--- config.mk ---
export PLATFORM = sky130hd
export DESIGN_NAME = refcount_handle_table_flat
export DESIGN_NICKNAME = d
export VERILOG_FILES = /design/src/rtl/rht_pkg.sv /design/src/rtl/rht_if.sv /design/src/rtl/rht_count_ram.sv /design/src/rtl/rht_alu.sv /design/src/rtl/rht_ctrl.sv /design/src/rtl/refcount_handle_table.sv /design/src/flat_wrapper.sv
export SDC_FILE = /design/constraint.sdc
export NUM_CORES = 1
export LEC_CHECK = 0
export BUFFER_PORTS_ARGS = -buffer_cell sky130_fd_sc_hd__buf_2
export CELL_PAD_IN_SITES_DETAIL_PLACEMENT = 1
export CELL_PAD_IN_SITES_GLOBAL_PLACEMENT = 2
export CORE_ASPECT_RATIO = 1.2
export CORE_MARGIN = 2
export CORE_UTILIZATION = 45
export DETAILED_ROUTE_END_ITERATION = 6
export PLACE_DENSITY_LB_ADDON = 0.05
export SYNTH_ARGS = -nofsm -noshare
export SYNTH_HDL_FRONTEND = slang
export SYNTH_SLANG_ARGS = --single-unit
--- constraint.sdc ---
create_clock -name clock -period 4.98 [get_ports clock]
set_input_delay 0.249 -clock clock [delete_from_list [all_inputs] [get_ports clock]]
set_output_delay 0.249 -clock clock [all_outputs]
set_load 0.1 [all_outputs]
--- src/rtl/rht_pkg.sv ---
// types and constants of the reference-counting handle table
package rht_pkg;

   localparam int HANDLE_W    = 5;
   localparam int COUNT_W     = 8;
   localparam int CMD_W       = 2;
   localparam int STATUS_W    = 2;
   localparam int MAX_RESULTS = 16;

   typedef logic [HANDLE_W-1:0] handle_type;
   typedef logic [COUNT_W-1:0]  count_type;
   typedef logic [CMD_W-1:0]    cmd_bits_type;

   typedef enum logic [CMD_W-1:0] {
      CMD_ALLOC   = 2'd0,
      CMD_ASSIGN  = 2'd1,
      CMD_COLLECT = 2'd2
   } command_type;

   typedef enum logic [STATUS_W-1:0] {
      STATUS_OK   = 2'd0,
      STATUS_FULL = 2'd1,
      STATUS_SAT  = 2'd2,
      STATUS_NONE = 2'd3
   } status_type;

   typedef enum logic [1:0] {
      ALU_DEC,
      ALU_INC,
      ALU_ZERO
   } alu_op_type;

   typedef enum logic [2:0] {
      S_IDLE,
      S_ALLOC,
      S_ASG_RD,
      S_ASG_OLD,
      S_ASG_NEW,
      S_COL_RD,
      S_COL_CHK,
      S_COL_END
   } state_type;

   typedef struct packed {
      count_type result;
      logic      flag;
   } alu_out_type;

   typedef struct packed {
      logic       valid;
      status_type status;
      handle_type handle;
      logic       last;
   } rsp_push_type;

endpackage

--- src/rtl/rht_if.sv ---
// request and response channel interfaces
interface rht_req_if;
   logic                  valid;
   logic                  ready;
   rht_pkg::cmd_bits_type command;
   rht_pkg::handle_type   old_handle;
   rht_pkg::handle_type   new_handle;

   modport source (output valid, command, old_handle, new_handle, input ready);
   modport sink (input valid, command, old_handle, new_handle, output ready);
endinterface

interface rht_rsp_if;
   logic                valid;
   logic                ready;
   rht_pkg::status_type status;
   rht_pkg::handle_type handle;
   logic                last;

   modport source (output valid, status, handle, last, input ready);
   modport sink (input valid, status, handle, last, output ready);
endinterface

--- src/rtl/rht_count_ram.sv ---
// reference count memory, one write and one registered read port
module rht_count_ram #(
   parameter int DEPTH = 16
) (
   input  logic                                   clock,
   input  logic                                   wr_en,
   input  logic [((DEPTH > 1) ? $clog2(DEPTH) : 1)-1:0] wr_addr,
   input  rht_pkg::count_type                     wr_data,
   input  logic [((DEPTH > 1) ? $clog2(DEPTH) : 1)-1:0] rd_addr,
   output rht_pkg::count_type                     rd_data
);

   rht_pkg::count_type mem [DEPTH];
   rht_pkg::count_type rd_data_ff;

   always_ff @(posedge clock) begin
      if (wr_en) begin
         mem[wr_addr] <= wr_data;
      end
      rd_data_ff <= mem[rd_addr];
   end

   assign rd_data = rd_data_ff;

endmodule

--- src/rtl/rht_alu.sv ---
// shared count unit: decrement, increment and zero test with clamp flags
module rht_alu (
   input  rht_pkg::alu_op_type  op,
   input  rht_pkg::count_type   operand,
   output rht_pkg::alu_out_type res
);

   always_comb begin
      res.result = operand;
      res.flag   = 1'b0;
      case (op)
         rht_pkg::ALU_DEC: begin
            res.flag   = (operand == '0);
            res.result = operand - rht_pkg::COUNT_W'(1);
         end
         rht_pkg::ALU_INC: begin
            res.flag   = (operand == '1);
            res.result = operand + rht_pkg::COUNT_W'(1);
         end
         rht_pkg::ALU_ZERO: begin
            res.flag = (operand == '0);
         end
         default: begin
            res.flag = 1'b0;
         end
      endcase
   end

endmodule

--- src/rtl/rht_ctrl.sv ---
// command sequencer with slot valid bits and scan counters
module rht_ctrl #(
   parameter int SLOTS = 16
) (
   input  logic                                   clock,
   input  logic                                   reset,
   rht_req_if.sink                                req_bus,
   input  logic                                   space,
   output rht_pkg::rsp_push_type                  push,
   output rht_pkg::alu_op_type                    alu_op,
   input  rht_pkg::alu_out_type                   alu_res,
   output logic [((SLOTS > 1) ? $clog2(SLOTS) : 1)-1:0] rd_addr,
   output logic                                   wr_en,
   output logic [((SLOTS > 1) ? $clog2(SLOTS) : 1)-1:0] wr_addr,
   output rht_pkg::count_type                     wr_data
);

   localparam int SLOT_W = (SLOTS > 1) ? $clog2(SLOTS) : 1;
   localparam int EXT_W  = (SLOT_W > rht_pkg::HANDLE_W) ? SLOT_W : rht_pkg::HANDLE_W;
   localparam int RES_W  = $clog2(rht_pkg::MAX_RESULTS + 1);

   rht_pkg::state_type  state_ff, state_in;
   logic [SLOT_W-1:0]   idx_ff, idx_in;
   logic [RES_W-1:0]    n_ff, n_in;
   logic                pend_ff, pend_in;
   rht_pkg::handle_type pend_handle_ff, pend_handle_in;
   rht_pkg::handle_type old_h_ff, old_h_in;
   rht_pkg::handle_type new_h_ff, new_h_in;
   logic                sat_ff, sat_in;
   logic [SLOTS-1:0]    valid_ff, valid_in;

   logic [EXT_W-1:0]    old_m1, new_m1;
   logic [SLOT_W-1:0]   old_slot, new_slot;
   logic                old_ok, new_ok, same, old_act, new_act;
   logic                idx_last, cur_free, freeing, col_stall, accept;
   rht_pkg::handle_type idx_handle;

   // handle to slot, with range and valid checks
   assign old_m1   = EXT_W'(old_h_ff) - EXT_W'(1);
   assign new_m1   = EXT_W'(new_h_ff) - EXT_W'(1);
   assign old_slot = old_m1[SLOT_W-1:0];
   assign new_slot = new_m1[SLOT_W-1:0];
   assign old_ok   = (old_h_ff != '0) && (32'(old_h_ff) <= SLOTS) && valid_ff[old_slot];
   assign new_ok   = (new_h_ff != '0) && (32'(new_h_ff) <= SLOTS) && valid_ff[new_slot];
   assign same     = old_ok && (old_h_ff == new_h_ff);
   assign old_act  = old_ok && !same;
   assign new_act  = new_ok && !same;

   assign idx_last   = (idx_ff == SLOT_W'(SLOTS - 1));
   assign idx_handle = rht_pkg::handle_type'(32'(idx_ff) + 1);
   assign cur_free   = !valid_ff[idx_ff];
   assign freeing    = valid_ff[idx_ff] && alu_res.flag
                       && (n_ff < RES_W'(rht_pkg::MAX_RESULTS));
   // a second freed slot must wait until the held one can be sent
   assign col_stall  = freeing && pend_ff && !space;

   assign req_bus.ready = (state_ff == rht_pkg::S_IDLE);
   assign accept        = req_bus.valid && req_bus.ready;

   always_comb begin
      state_in = state_ff;
      case (state_ff)
         rht_pkg::S_IDLE: begin
            if (accept) begin
               case (req_bus.command)
                  rht_pkg::CMD_ALLOC:   state_in = rht_pkg::S_ALLOC;
                  rht_pkg::CMD_ASSIGN:  state_in = rht_pkg::S_ASG_RD;
                  rht_pkg::CMD_COLLECT: state_in = rht_pkg::S_COL_RD;
                  default:              state_in = rht_pkg::S_IDLE;
               endcase
            end
         end
         rht_pkg::S_ALLOC: begin
            if ((cur_free || idx_last) && space) begin
               state_in = rht_pkg::S_IDLE;
            end
         end
         rht_pkg::S_ASG_RD:  state_in = rht_pkg::S_ASG_OLD;
         rht_pkg::S_ASG_OLD: state_in = rht_pkg::S_ASG_NEW;
         rht_pkg::S_ASG_NEW: begin
            if (space) begin
               state_in = rht_pkg::S_IDLE;
            end
         end
         rht_pkg::S_COL_RD: state_in = rht_pkg::S_COL_CHK;
         rht_pkg::S_COL_CHK: begin
            if (!col_stall) begin
               state_in = idx_last ? rht_pkg::S_COL_END : rht_pkg::S_COL_RD;
            end
         end
         rht_pkg::S_COL_END: begin
            if (space) begin
               state_in = rht_pkg::S_IDLE;
            end
         end
         default: state_in = rht_pkg::S_IDLE;
      endcase
   end

   always_comb begin
      idx_in         = idx_ff;
      n_in           = n_ff;
      pend_in        = pend_ff;
      pend_handle_in = pend_handle_ff;
      old_h_in       = old_h_ff;
      new_h_in       = new_h_ff;
      sat_in         = sat_ff;
      valid_in       = valid_ff;
      push.valid     = 1'b0;
      push.status    = rht_pkg::STATUS_OK;
      push.handle    = '0;
      push.last      = 1'b0;
      alu_op         = rht_pkg::ALU_ZERO;
      rd_addr        = idx_ff;
      wr_en          = 1'b0;
      wr_addr        = idx_ff;
      wr_data        = alu_res.result;
      case (state_ff)
         rht_pkg::S_IDLE: begin
            if (accept) begin
               old_h_in = req_bus.old_handle;
               new_h_in = req_bus.new_handle;
               idx_in   = '0;
               n_in     = '0;
               pend_in  = 1'b0;
               sat_in   = 1'b0;
            end
         end
         rht_pkg::S_ALLOC: begin
            if (cur_free) begin
               if (space) begin
                  push.valid       = 1'b1;
                  push.handle      = idx_handle;
                  push.last        = 1'b1;
                  valid_in[idx_ff] = 1'b1;
                  wr_en            = 1'b1;
                  wr_data          = rht_pkg::COUNT_W'(1);
               end
            end else if (idx_last) begin
               if (space) begin
                  push.valid  = 1'b1;
                  push.status = rht_pkg::STATUS_FULL;
                  push.last   = 1'b1;
               end
            end else begin
               idx_in = idx_ff + SLOT_W'(1);
            end
         end
         rht_pkg::S_ASG_RD: begin
            rd_addr = old_slot;
         end
         rht_pkg::S_ASG_OLD: begin
            rd_addr = new_slot;
            alu_op  = rht_pkg::ALU_DEC;
            if (old_act) begin
               if (alu_res.flag) begin
                  sat_in = 1'b1;
               end else begin
                  wr_en   = 1'b1;
                  wr_addr = old_slot;
               end
            end
         end
         rht_pkg::S_ASG_NEW: begin
            rd_addr = new_slot;
            alu_op  = rht_pkg::ALU_INC;
            if (space) begin
               push.valid  = 1'b1;
               push.status = (sat_ff || (new_act && alu_res.flag))
                             ? rht_pkg::STATUS_SAT : rht_pkg::STATUS_OK;
               push.last   = 1'b1;
               if (new_act && !alu_res.flag) begin
                  wr_en   = 1'b1;
                  wr_addr = new_slot;
               end
            end
         end
         rht_pkg::S_COL_RD: begin
            rd_addr = idx_ff;
         end
         rht_pkg::S_COL_CHK: begin
            if (!col_stall) begin
               if (freeing) begin
                  valid_in[idx_ff] = 1'b0;
                  pend_in          = 1'b1;
                  pend_handle_in   = idx_handle;
                  n_in             = n_ff + RES_W'(1);
                  if (pend_ff) begin
                     push.valid  = 1'b1;
                     push.handle = pend_handle_ff;
                  end
               end
               if (!idx_last) begin
                  idx_in = idx_ff + SLOT_W'(1);
               end
            end
         end
         rht_pkg::S_COL_END: begin
            if (space) begin
               push.valid = 1'b1;
               push.last  = 1'b1;
               if (pend_ff) begin
                  push.handle = pend_handle_ff;
               end else begin
                  push.status = rht_pkg::STATUS_NONE;
               end
            end
         end
         default: begin
            idx_in = idx_ff;
         end
      endcase
   end

   always_ff @(posedge clock) begin
      if (reset) begin
         state_ff <= rht_pkg::S_IDLE;
         valid_ff <= '0;
         idx_ff   <= '0;
         n_ff     <= '0;
         pend_ff  <= 1'b0;
         sat_ff   <= 1'b0;
      end else begin
         state_ff <= state_in;
         valid_ff <= valid_in;
         idx_ff   <= idx_in;
         n_ff     <= n_in;
         pend_ff  <= pend_in;
         sat_ff   <= sat_in;
      end
   end

   always_ff @(posedge clock) begin
      pend_handle_ff <= pend_handle_in;
      old_h_ff       <= old_h_in;
      new_h_ff       <= new_h_in;
   end

endmodule

--- src/rtl/refcount_handle_table.sv ---
// top level of the reference-counting handle table
//
//  channel   dir  beat contents                    accepted when
//  req_bus   in   command, old_handle, new_handle  req_bus.valid && req_bus.ready
//  rsp_bus   out  status, handle, last             rsp_bus.valid && rsp_bus.ready
//
// one command at a time; req_bus.ready is high only while the sequencer is idle
// allocate: one valid bit tested per cycle until a free slot, or the last slot answers full
// assign: old and new counts go one after the other through the count unit
// collect: each slot takes a memory read and a zero test
// a full output register stalls the sequencer; the table is empty after reset
module refcount_handle_table #(
   parameter int SLOTS = 16
) (
   input logic       clock,
   input logic       reset,
   rht_req_if.sink   req_bus,
   rht_rsp_if.source rsp_bus
);

   localparam int SLOT_W = (SLOTS > 1) ? $clog2(SLOTS) : 1;

   rht_pkg::rsp_push_type push;
   rht_pkg::alu_op_type   alu_op;
   rht_pkg::alu_out_type  alu_res;
   rht_pkg::count_type    rd_data;
   rht_pkg::count_type    wr_data;
   logic [SLOT_W-1:0]     rd_addr;
   logic [SLOT_W-1:0]     wr_addr;
   logic                  wr_en;
   logic                  space;

   logic                  rsp_valid_ff, rsp_valid_in;
   rht_pkg::status_type   rsp_status_ff;
   rht_pkg::handle_type   rsp_handle_ff;
   logic                  rsp_last_ff;

   rht_count_ram #(
      .DEPTH (SLOTS)
   ) u_count_ram (
      .clock   (clock),
      .wr_en   (wr_en),
      .wr_addr (wr_addr),
      .wr_data (wr_data),
      .rd_addr (rd_addr),
      .rd_data (rd_data)
   );

   rht_alu u_alu (
      .op      (alu_op),
      .operand (rd_data),
      .res     (alu_res)
   );

   rht_ctrl #(
      .SLOTS (SLOTS)
   ) u_ctrl (
      .clock   (clock),
      .reset   (reset),
      .req_bus (req_bus),
      .space   (space),
      .push    (push),
      .alu_op  (alu_op),
      .alu_res (alu_res),
      .rd_addr (rd_addr),
      .wr_en   (wr_en),
      .wr_addr (wr_addr),
      .wr_data (wr_data)
   );

   // output register takes a new beat when empty or being drained
   assign space = !rsp_valid_ff || rsp_bus.ready;

   always_comb begin
      rsp_valid_in = rsp_valid_ff;
      if (push.valid) begin
         rsp_valid_in = 1'b1;
      end else if (rsp_bus.ready) begin
         rsp_valid_in = 1'b0;
      end
   end

   always_ff @(posedge clock) begin
      if (reset) begin
         rsp_valid_ff <= 1'b0;
      end else begin
         rsp_valid_ff <= rsp_valid_in;
      end
   end

   always_ff @(posedge clock) begin
      if (push.valid) begin
         rsp_status_ff <= push.status;
         rsp_handle_ff <= push.handle;
         rsp_last_ff   <= push.last;
      end
   end

   assign rsp_bus.valid  = rsp_valid_ff;
   assign rsp_bus.status = rsp_status_ff;
   assign rsp_bus.handle = rsp_handle_ff;
   assign rsp_bus.last   = rsp_last_ff;

endmodule

--- src/flat_wrapper.sv ---
// flat-port wrapper written by rule: the top's interface ports become plain ports
module refcount_handle_table_flat 
#(
   parameter int SLOTS = 16
)
  (clock, reset, req_bus_valid, req_bus_command, req_bus_old_handle, req_bus_new_handle, req_bus_ready, rsp_bus_valid, rsp_bus_status, rsp_bus_handle, rsp_bus_last, rsp_bus_ready);
  rht_req_if req_bus_i ();
  rht_rsp_if rsp_bus_i ();
  input logic clock;
  input logic reset;
  input wire logic [$bits(req_bus_i.valid)-1:0] req_bus_valid;
  input wire logic [$bits(req_bus_i.command)-1:0] req_bus_command;
  input wire logic [$bits(req_bus_i.old_handle)-1:0] req_bus_old_handle;
  input wire logic [$bits(req_bus_i.new_handle)-1:0] req_bus_new_handle;
  output wire logic [$bits(req_bus_i.ready)-1:0] req_bus_ready;
  output wire logic [$bits(rsp_bus_i.valid)-1:0] rsp_bus_valid;
  output wire logic [$bits(rsp_bus_i.status)-1:0] rsp_bus_status;
  output wire logic [$bits(rsp_bus_i.handle)-1:0] rsp_bus_handle;
  output wire logic [$bits(rsp_bus_i.last)-1:0] rsp_bus_last;
  input wire logic [$bits(rsp_bus_i.ready)-1:0] rsp_bus_ready;
  assign req_bus_i.valid = req_bus_valid;
  assign req_bus_i.command = req_bus_command;
  assign req_bus_i.old_handle = req_bus_old_handle;
  assign req_bus_i.new_handle = req_bus_new_handle;
  assign req_bus_ready = req_bus_i.ready;
  assign rsp_bus_valid = rsp_bus_i.valid;
  assign rsp_bus_status = rsp_bus_i.status;
  assign rsp_bus_handle = rsp_bus_i.handle;
  assign rsp_bus_last = rsp_bus_i.last;
  assign rsp_bus_i.ready = rsp_bus_ready;
  refcount_handle_table #(.SLOTS(SLOTS)) u_core (.clock(clock), .reset(reset), .req_bus(req_bus_i), .rsp_bus(rsp_bus_i));
endmodule
* Word-level counts from Yosys, hierarchy flattened
Memory sizes are Yosys's and may differ from the RTL's. A register that Yosys moved wholly into a read port is not among the register bits.
Cells that the tools add are included.
** Word-level totals
- Register bits after elaboration :: 54
- Memory bits (writable) :: 128
- Bits of input ports :: 16
- Output and inout bits :: 10
- Memories kept :: 1
** Memory list
- u_core.u_count_ram.mem :: depth 16, width 8, read ports 1, clocked after Yosys merged registers in 1, write ports 1, RTL line rht_count_ram.sv:13 : rht_pkg::count_type mem [DEPTH];
** Operators by class
- Add/subtract/negate cells :: 7
- $lt $le $gt $ge :: 7
- Equality and inequality tests :: 24
- Muxes and demuxes :: 81
- Bitwise operators :: 4
- Reduce and logical (&&, ||, !) cells :: 45
** Operators by type and width (number)
- $mux 16 :: 4
- $mux 5 :: 7
- $mux 4 :: 8
- $pmux 16 s2 :: 1
- $mux 1 :: 25
- $mux 8 :: 3
- $mux 3 :: 7
- $pmux 3 s7 :: 1
- $and 16x16->16 :: 1
- $logic_and 1x1->1 :: 16
- $ne 2x2->1 const B :: 8
- $not 16->16 :: 1
- $or 16x16->16 :: 1
- $pmux 4 s2 :: 2
- $pmux 8 s2 :: 1
- $reduce_and 4->1 :: 4
- $lt 4x5->1 const B :: 3
- $pmux 5 s3 :: 1
- $bmux 1 s4 :: 3
- $eq 3x3->1 const B :: 4
- $pmux 4 s3 :: 1
- $le 5x5->1 const B :: 2
- $pmux 5 s2 :: 1
- $reduce_bool 5->1 :: 2
- other kinds (38) :: 61

* Longest topological paths before layout
Gate-level depths: netlist of the first run.
- Depth after elaboration :: 13
- Depth in mapped cells :: 12
- Mapped depth without buffers :: 10

* By module
A second synthesis of the first run with hierarchy kept.
** Second synthesis, totals
- Cells, all modules :: 651
- Area, all modules :: 8958.6 sq um
** By module, submodules not included
- rht_count_ram :: instances 1, cells an instance 229, area each 5147.4 sq um, seq. area each 4003.8 sq um
- rht_ctrl :: instances 1, cells an instance 349, area each 3076.7 sq um, seq. area each 1051.0 sq um
- rht_alu :: instances 1, cells an instance 61, area each 447.9 sq um, seq. area each 0.0 sq um
- refcount_handle_table :: instances 1, cells an instance 12, area each 286.5 sq um, seq. area each 260.2 sq um

* Worst setup path after synthesis of the first run
No wires, ideal clock.
- Kind :: reg2reg
- Start point :: register u_core.u_ctrl.old_h_ff[0]
- End point :: memory u_core.u_count_ram.mem[13][0] (netlist name) (enable)
- Setup time :: 0.395 ns
- Data arrival time :: 3.521 ns
- Required time :: 4.585 ns
- Path slack :: 1.064 ns
- Cell stages (with the launch flop) :: 11
- Path buffers :: 1
- Period minus slack after synthesis :: 3.916 ns
- Path through :: edfxtp_1 > buf_6 > inv_1 > ha_1 > or2_2 > a221oi_1 > o21ai_2 > a2111o_1 > or2_4 > a311o_2 > nor4_1
** On the way
- Cells in the longest elaborated chain, start to end :: 13
- Elaborated cells on any way between the ends :: 24
- Classes of those cells :: add/sub (1); order compare (1); eq/ne (1); mux (13); reduce/logical (8)
** Ends and longest elaborated chain
- start, declared :: RTL line rht_ctrl.sv:27 : rht_pkg::handle_type old_h_ff, old_h_in;
- start signal, assigned :: RTL line rht_ctrl.sv:235 : old_h_ff <= old_h_in;
- $sub 4x1->4 :: RTL line rht_ctrl.sv:39 : assign old_m1 = EXT_W'(old_h_ff) - EXT_W'(1);
- $bmux 1 s4 :: RTL line rht_ctrl.sv:43 : assign old_ok = (old_h_ff != '0) && (32'(old_h_ff) <= SLOTS) && valid_ff[old_slot];
- $mux 1 (implied by the code) :: RTL line rht_ctrl.sv:43
- $logic_and 1x1->1 :: RTL line rht_ctrl.sv:43
- $logic_and 1x1->1 :: RTL line rht_ctrl.sv:45 : assign same = old_ok && (old_h_ff == new_h_ff);
- $logic_not 1->1 :: RTL line rht_ctrl.sv:46, rht_ctrl.sv:47
- $logic_and 1x1->1 :: RTL line rht_ctrl.sv:47 : assign new_act = new_ok && !same;
- $logic_and 1x1->1 :: RTL line rht_ctrl.sv:172 : if (new_act && !alu_res.flag) begin
- $mux 1 :: RTL line rht_ctrl.sv:172
- $mux 1 :: RTL line rht_ctrl.sv:167 : if (space) begin
- $pmux 1 s3 :: RTL line rht_ctrl.sv:118 : case (state_ff)
- $mux 1 :: RTL line rht_count_ram.sv:17 : if (wr_en) begin
- $mux 1 (implied by the code) :: RTL line rht_count_ram.sv:18 : mem[wr_addr] <= wr_data;
- end, declared :: RTL line rht_count_ram.sv:13
Parallel ways exist; a longest one is shown, timed or not. The select of a mux whose other input is x is not followed.

* Worst setup path in the final report of the first run
- Start point :: register u_core.u_ctrl.old_h_ff[0]
- End point :: memory u_core.u_count_ram.mem[10][0] (netlist name) (enable)
Same word-level chain as after synthesis.

==> impl_summary.log, run 1 <==
INFO  metric run_status = completed
INFO  metric synthesis.yosys.warnings = 0
INFO  metric layout-area-overhead-vs-synth = 12.9%
INFO  metric worst_ep_arrival_time = 4.44 ns
INFO  metric initial_utilization = 0.461
INFO  metric slew_violations = 0
INFO  metric critPathCaptureType = register
INFO  metric grt_pass1_vias = 6391
INFO  metric synth_seq_area_share = 0.565
INFO  metric dp_hpwl = 16.0 mm
INFO  metric max_clock_freq = 232 MHz
INFO  metric placeable_core_region = 20400 sq um
INFO  metric post_synth_num_cell_types = 67
INFO  metric synth-edff-count = 151
INFO  metric post_drt_via_cell_ratio = 5.70
INFO  metric rsz_0062_raised_after_global_routing = no
INFO  metric worst_case_clock_buffer_depth = 2
INFO  metric p_leak = 4.22 nW
INFO  metric clk-insertion-delay-late = 0.43 ns
INFO  metric synth_flop_cell = edfxtp_1
INFO  metric dpl-instance-area = 9930 sq um
INFO  metric power.ir.vdd_worst = 0.000310 V
INFO  metric n_fill_cell = 2096
INFO  metric timing.hold.worst.start = req_bus_old_handle[4]
INFO  metric syn-cell-area = 9410 sq um
INFO  metric setup_tns = 0 ns
INFO  metric tightest_slew = 1.31 ns
INFO  metric relative_contribution_of_sequential_cells_to_total_power = 0.379
INFO  metric critical_path.max_stage_delay = 0.72 ns
INFO  metric power_frac_clock = 0.245
INFO  metric post_synth.cell_area_avg = 13.4 sq um
INFO  metric drt_drc_violations_left = 0
INFO  metric setup.worst_path.start = u_core.u_ctrl.old_h_ff[0]$_DFFE_PP_
INFO  metric finish.utilization = 0.521
INFO  metric synth-async-reset-ratio = 0
INFO  metric timing.critical_path.cells = inv_1, ha_1, or2_2, a221oi_1, o21ai_2, a2111o_1, or2_4, a311oi_4, nor4b_2, buf_4
INFO  metric final_area = 10600 sq um
INFO  metric grt-ovfl-total = 0
INFO  metric grt_start_max_net_pins = 34
INFO  metric timing_hold_violations_final = 0
INFO  metric die_y = 162 um
INFO  metric pin_count = 26
INFO  metric critical_path.startpoint_type = register
INFO  metric comb_power_share = 0.376
INFO  metric die_area = 22100 sq um
INFO  metric netlist_instances = 700
INFO  metric fin_worst_skew = 0.0150 ns
INFO  metric maxSlewHeadroom = 0.125
INFO  metric nNetsFinal = 770
INFO  metric postSynthNetCount = 732
INFO  metric timing.rr.start = u_core.u_ctrl.old_h_ff[0]$_DFFE_PP_
INFO  metric total_switching_power = 0.00219 W
INFO  metric vias = 5793
INFO  metric worst_path_dominant_cell_family = compound AO/OA/AOI/OAI gates
INFO  metric required = 5.11 ns
INFO  metric post_drt_wl_per_cell = 22.5 um
INFO  metric finalSetupViolations = 0
INFO  metric tritoncts.num_buffers = 17
INFO  metric p_per_area = 543 nW/um^2
INFO  metric finalCritPeriodShare = 0.866
INFO  metric post_route_cells_drive_above_1_share = 0.176
INFO  metric cts.repair_timing.setup_buffer_count = 0
INFO  metric std_cell_rows = 57
INFO  metric swShare = 0.379
INFO  metric critPathMaxFanout = 16
INFO  metric antenna_violating_nets_post_route = 0
INFO  metric clock_tree.htree_level_count = 4
INFO  metric grt.total_usage = 0.218
INFO  metric grt_antenna_before_repair = 0
INFO  metric hold_buffers = 6
INFO  metric tritoncts = built
INFO  metric post_cts.resized_instances = 0
INFO  metric buffers_on_ports = 25
INFO  metric routed_wirelength = 22.8 mm
INFO  metric cts-root-buf = clkbuf_16
INFO  metric worst-setup-path-type = register to register
INFO  metric drtPass1Iterations = 4
INFO  metric cp.buffers_inverters = 2
INFO  metric drv_cap = 0
INFO  metric clkSlewWorstSetupHoldPaths = 0.07 ns
INFO  metric final.min_clock_period = 4.31 ns
INFO  metric finalWeightedCongestion = 0.830
INFO  metric first_iter_violations = 231
INFO  metric grt_pass1_wl = 36.5 mm
INFO  metric overall_die_width = 136 um
INFO  metric min_path_type = primary input to register
INFO  metric internal_power = 0.00358 W
INFO  metric ys_ff_latch = 190
INFO  metric slowest_library_cell_on_the_worst_path = a311oi_4
INFO  metric clkSinkCount = 190
INFO  metric insertedDiodeCount = 0
-- registers in the layout, indices dropped and copies added (netlist names), named ones only --
name                          count
u_core.u_ctrl.n_ff                5
u_core.u_ctrl.idx_ff              4
u_core.u_ctrl.state_ff            3
u_core.u_ctrl.pend_ff             1
u_core.rsp_bus.valid              1
u_core.u_ctrl.sat_ff              1
u_core.u_ctrl.new_h_ff            5
u_core.rsp_bus.handle             5
u_core.u_ctrl.pend_handle_ff      5
u_core.u_ctrl.old_h_ff            5
u_core.rsp_bus.status             2
u_core.rsp_bus.last               1
u_core.u_count_ram.mem          128
u_core.u_count_ram.rd_data        8
-- power groups by stage --
stage               clock network, W  registers, W  logic [W]
floorplan                          0       0.00231    0.00138
global placement                   0       0.00222    0.00213
detailed placement                 0       0.00222    0.00218
CTS                          0.00144       0.00219    0.00220
global route                 0.00150       0.00221    0.00235
finish                       0.00142       0.00219    0.00217
-- cell families (layout without fill, tap and decap cells) --
family,count (synthesis),in the layout,share of synthesized area
flops,190,190,0.565
simple gates,168,168,0.108
mux,155,155,0.184
compound gates,94,94,0.0759
buf+inv,59,110,0.0277
xor+xnor,18,18,0.0175
fa+ha+maj,16,16,0.0221
-- worst paths after layout --
kind / to / slack, ns / depth (start not counted)
setup / recovery: u_core.u_count_ram.mem[10][0]$_DFFE_PP_ / 0.67 / 10
hold / removal: u_core.u_ctrl.old_h_ff[4]$_DFFE_PP_ / 0.008 / 1
setup reg to reg: u_core.u_count_ram.mem[10][0]$_DFFE_PP_ / 0.67 / 10
hold reg to reg: u_core.u_ctrl.n_ff[4]$_SDFFE_PP0P_ / 0.47 / 2
-- metal layers --
layer  vias up  track usage  wire length [um]  part of all wire
li1       2767            -                 -                 -
met1      2920        0.273              9840              0.43
met2        78        0.382             11900              0.52
met3        28       0.0299               440             0.019
met4         0       0.0852               643             0.028
met5         -            0                 0                 0
-- synth_stat cells (6+ instances only) --
library cell	count	area, sq um
ha_1	15	188
inv_1	19	71.3
nor4b_2	8	120
nand2b_1	22	138
clkbuf_1	21	78.8
nor4_1	11	68.8
nor2b_1	12	75.1
nor2_1	31	116
or2_2	7	43.8
edfxtp_1	151	4530
buf_2	10	50.1
mux2i_1	139	1390
o31ai_1	6	45.0
mux4_2	9	203
nand3_1	13	65.1
xnor2_1	13	114
nand2_1	17	63.8
o21ai_0	19	95.1
dfxtp_1	39	781
nor3_1	16	80.1
nand4_1	7	43.8
a22o_1	6	52.6
a21oi_1	19	95.1
-- area by class of cell --
type                            instances  area, sq um  share of cell area
Clock buffer                           17          425              0.0400
Clock inverter                         15          198              0.0186
Inverter                               19         71.3             0.00671
Multi-Input combinational cell        451         3890               0.366
Sequential cell                       190         5320               0.500
Tap cell                              265          332              0.0312
Timing Repair Buffer                   59          398              0.0374
-- per-stage QoR --
step / total power, W / hold WS [ns] / cells / worst slack (ns)
finish: 0.00577 / 0.00780 / 1016 / 0.669
global route: 0.00606 / -0.00583 / 1016 / 0.430
CTS: 0.00583 / 0.000419 / 1015 / 0.662
detailed placement: 0.00440 / 0.428 / 977 / 0.673
global placement: 0.00435 / 0.427 / 977 / 0.829
floorplan: 0.00369 / 0.348 / 700 / 1.06
-- layout by cell type, fill, tap and decap left out, types with 4 or more instances in the layout --
cell and n:
clkbuf_16 17, a221oi_1 4, buf_2 25, nand2_1 17, nand2b_1 22, nor4b_2 8, nor3b_1 4, nor4_1 11
dlygate4sd3_1 7, xor2_1 4, nand3_1 13, nor3_1 16, inv_1 19, a21oi_1 19, and4b_1 4, mux4_1 4
a311oi_1 4, nor2_1 31, nand4_1 7, dfxtp_1 39, nor2b_1 12, xnor2_1 13, a22o_1 6, mux2i_1 139
mux4_2 9, ha_1 15, buf_4 27, or2_2 7, edfxtp_1 151, o21ai_0 19, o31ai_1 6
No activity file was read; power rests on OpenSTA's default activity.
==> run 2, diff against run 1 <==
- CORE_UTILIZATION: 45 -> 35
==> impl_summary.log, run 2 (synthesis gave the netlist of run 1 again) <==
INFO  metric internal_power = 0.00351 W
INFO  metric drtPass1Iterations = 4
INFO  metric p_per_area = 528 nW/um^2
INFO  metric relative_contribution_of_sequential_cells_to_total_power = 0.388
INFO  metric grt-ovfl-total = 0
INFO  metric grt_pass1_vias = 6375
INFO  metric worst_case_clock_buffer_depth = 2
INFO  metric setup_tns = 0 ns
INFO  metric finish.utilization = 0.407
INFO  metric initial_utilization = 0.357
INFO  metric routed_wirelength = 23.5 mm
INFO  metric grt_pass1_wl = 37.1 mm
INFO  metric n_fill_cell = 2762
INFO  metric finalCritPeriodShare = 0.860
INFO  metric total_switching_power = 0.00216 W
INFO  metric overall_die_width = 154 um
INFO  metric largest_register_ff_count = 128
INFO  metric min_path_type = primary input to register
INFO  metric insertedDiodeCount = 0
INFO  metric dp_hpwl = 16.8 mm
INFO  metric post_drt_via_cell_ratio = 5.35
INFO  metric tritoncts.num_buffers = 17
INFO  metric timing.hold.worst_path_depth = 4
INFO  metric largest-register = u_core.u_count_ram.mem
INFO  metric worst_ep_arrival_time = 4.38 ns
INFO  metric buffers_on_ports = 25
INFO  metric maxSlewHeadroom = 0.291
INFO  metric p_leak = 4.23 nW
INFO  metric tightest_slew = 1.06 ns
INFO  metric report.power.total = 0.00566 W
INFO  metric first_iter_violations = 187
INFO  metric comb_power_share = 0.382
INFO  metric antenna_violating_nets_post_route = 0
INFO  metric layout-area-overhead-vs-synth = 13.9%
INFO  metric run_status = completed
INFO  metric post_route_cells_drive_above_1_share = 0.177
INFO  metric final_common_cell = edfxtp_1
INFO  metric max_clock_freq = 234 MHz
INFO  metric drt_drc_violations_left = 0
INFO  metric die_y = 184 um
INFO  metric critPathCaptureType = register
INFO  metric swShare = 0.381
INFO  metric reg2reg_depth = 9
INFO  metric nNetsFinal = 775
INFO  metric timing_hold_violations_final = 0
INFO  metric placeable_core_region = 26400 sq um
INFO  metric clkSinkCount = 190
INFO  metric power.ir.vdd_worst = 0.000252 V
INFO  metric grt_start_max_net_pins = 65
INFO  metric worst-setup-path-type = register to register
INFO  metric grt_antenna_before_repair = 0
INFO  metric post_cts.resized_instances = 0
INFO  metric required = 5.08 ns
INFO  metric worst-r2r-setup-slack = 0.70 ns
INFO  metric pin_count = 26
INFO  metric dpl-instance-area = 10100 sq um
INFO  metric cts-root-buf = clkbuf_16
INFO  metric clkSlewWorstSetupHoldPaths = 0.08 ns
INFO  metric clk-insertion-delay-late = 0.45 ns
INFO  metric rsz_0062_raised_after_global_routing = no
INFO  metric die_area = 28200 sq um
INFO  metric finalWeightedCongestion = 0.808
INFO  metric fin_worst_skew = 0.0160 ns
INFO  metric power_frac_clock = 0.229
INFO  metric post_drt_wl_per_cell = 21.6 um
INFO  metric final_area = 10700 sq um
INFO  metric vias = 5839
INFO  metric finalSetupViolations = 0
INFO  metric slew_violations = 0
INFO  metric critPathMaxFanout = 16
INFO  metric critical_path.startpoint_type = register
INFO  metric tritoncts = built
INFO  metric layout_common_cells = 151 x edfxtp_1, 139 x mux2i_1, 39 x dfxtp_1
INFO  metric drv_cap = 0
INFO  metric clock_tree.htree_level_count = 4
INFO  metric std_cell_rows = 65
INFO  metric final.min_clock_period = 4.28 ns
INFO  metric grt.total_usage = 0.174
==> run 2: worst paths after layout <==
check / from / to
hold / removal: req_bus_valid / u_core.u_ctrl.sat_ff$_SDFFE_PP0P_
setup / recovery: u_core.u_ctrl.old_h_ff[0]$_DFFE_PP_ / u_core.u_count_ram.mem[1][5]$_DFFE_PP_
setup reg to reg: u_core.u_ctrl.old_h_ff[0]$_DFFE_PP_ / u_core.u_count_ram.mem[1][5]$_DFFE_PP_
hold reg to reg: u_core.u_ctrl.n_ff[4]$_SDFFE_PP0P_ / u_core.u_ctrl.n_ff[4]$_SDFFE_PP0P_
==> run 2: stage by stage <==
stage | hold slack (ns) | setup WS, ns | std cells
final | 0.227 | 0.699 | 1091
after global routing | 0.273 | 0.409 | 1091
after CTS | 0.234 | 0.666 | 1091
after detailed placement | 0.430 | 0.685 | 1049
after global placement | 0.427 | 0.852 | 1049
after floorplan | 0.348 | 1.06 | 700
==> run 2: cell type report <==
| class | instances | area [sq um] | share of cell area |
|---|---|---|---|
| Tap cell | 335 | 419 | 0.0391 |
| Sequential cell | 190 | 5320 | 0.496 |
| Multi-Input combinational cell | 451 | 3890 | 0.363 |
| Clock inverter | 11 | 100 | 0.00934 |
| Timing Repair Buffer | 64 | 455 | 0.0425 |
| Inverter | 19 | 71.3 | 0.00666 |
| Clock buffer | 21 | 460 | 0.0430 |
==> run 2: repair_timing <==
action / 4_1_cts / 5_1_grt
endpoints found under the hold margin: 10 / 0
setup buffers: 0 / 0
hold buffers: 10 / 0
==> run 2: worst max-delay path: stages, from the launching register on <==
cell	delay, ns
edfxtp_1	0.63
inv_1	0.16
ha_1	0.26
or2_2	0.33
a221oi_1	0.31
o21ai_2	0.13
a2111o_1	0.55
or2_4	0.32
a311oi_4	0.71
and4b_1	0.54
==> run 2: per-layer routing <==
metal / part of all wire / vias to the layer above / GRT usage
met1: 0.42 / 2931 / 0.206
met2: 0.53 / 87 / 0.313
met5: 0 / - / 0
met4: 0.032 / 0 / 0.0741
met3: 0.022 / 39 / 0.0269
li1: - / 2782 / -
==> run 2: power by group through the flow <==
stage	combinational (W)	clock [W]	sequential, W
finish	0.00216	0.00130	0.00220
global route	0.00236	0.00140	0.00222
CTS	0.00223	0.00134	0.00220
detailed placement	0.00221	0	0.00224
global placement	0.00219	0	0.00223
floorplan	0.00138	0	0.00231
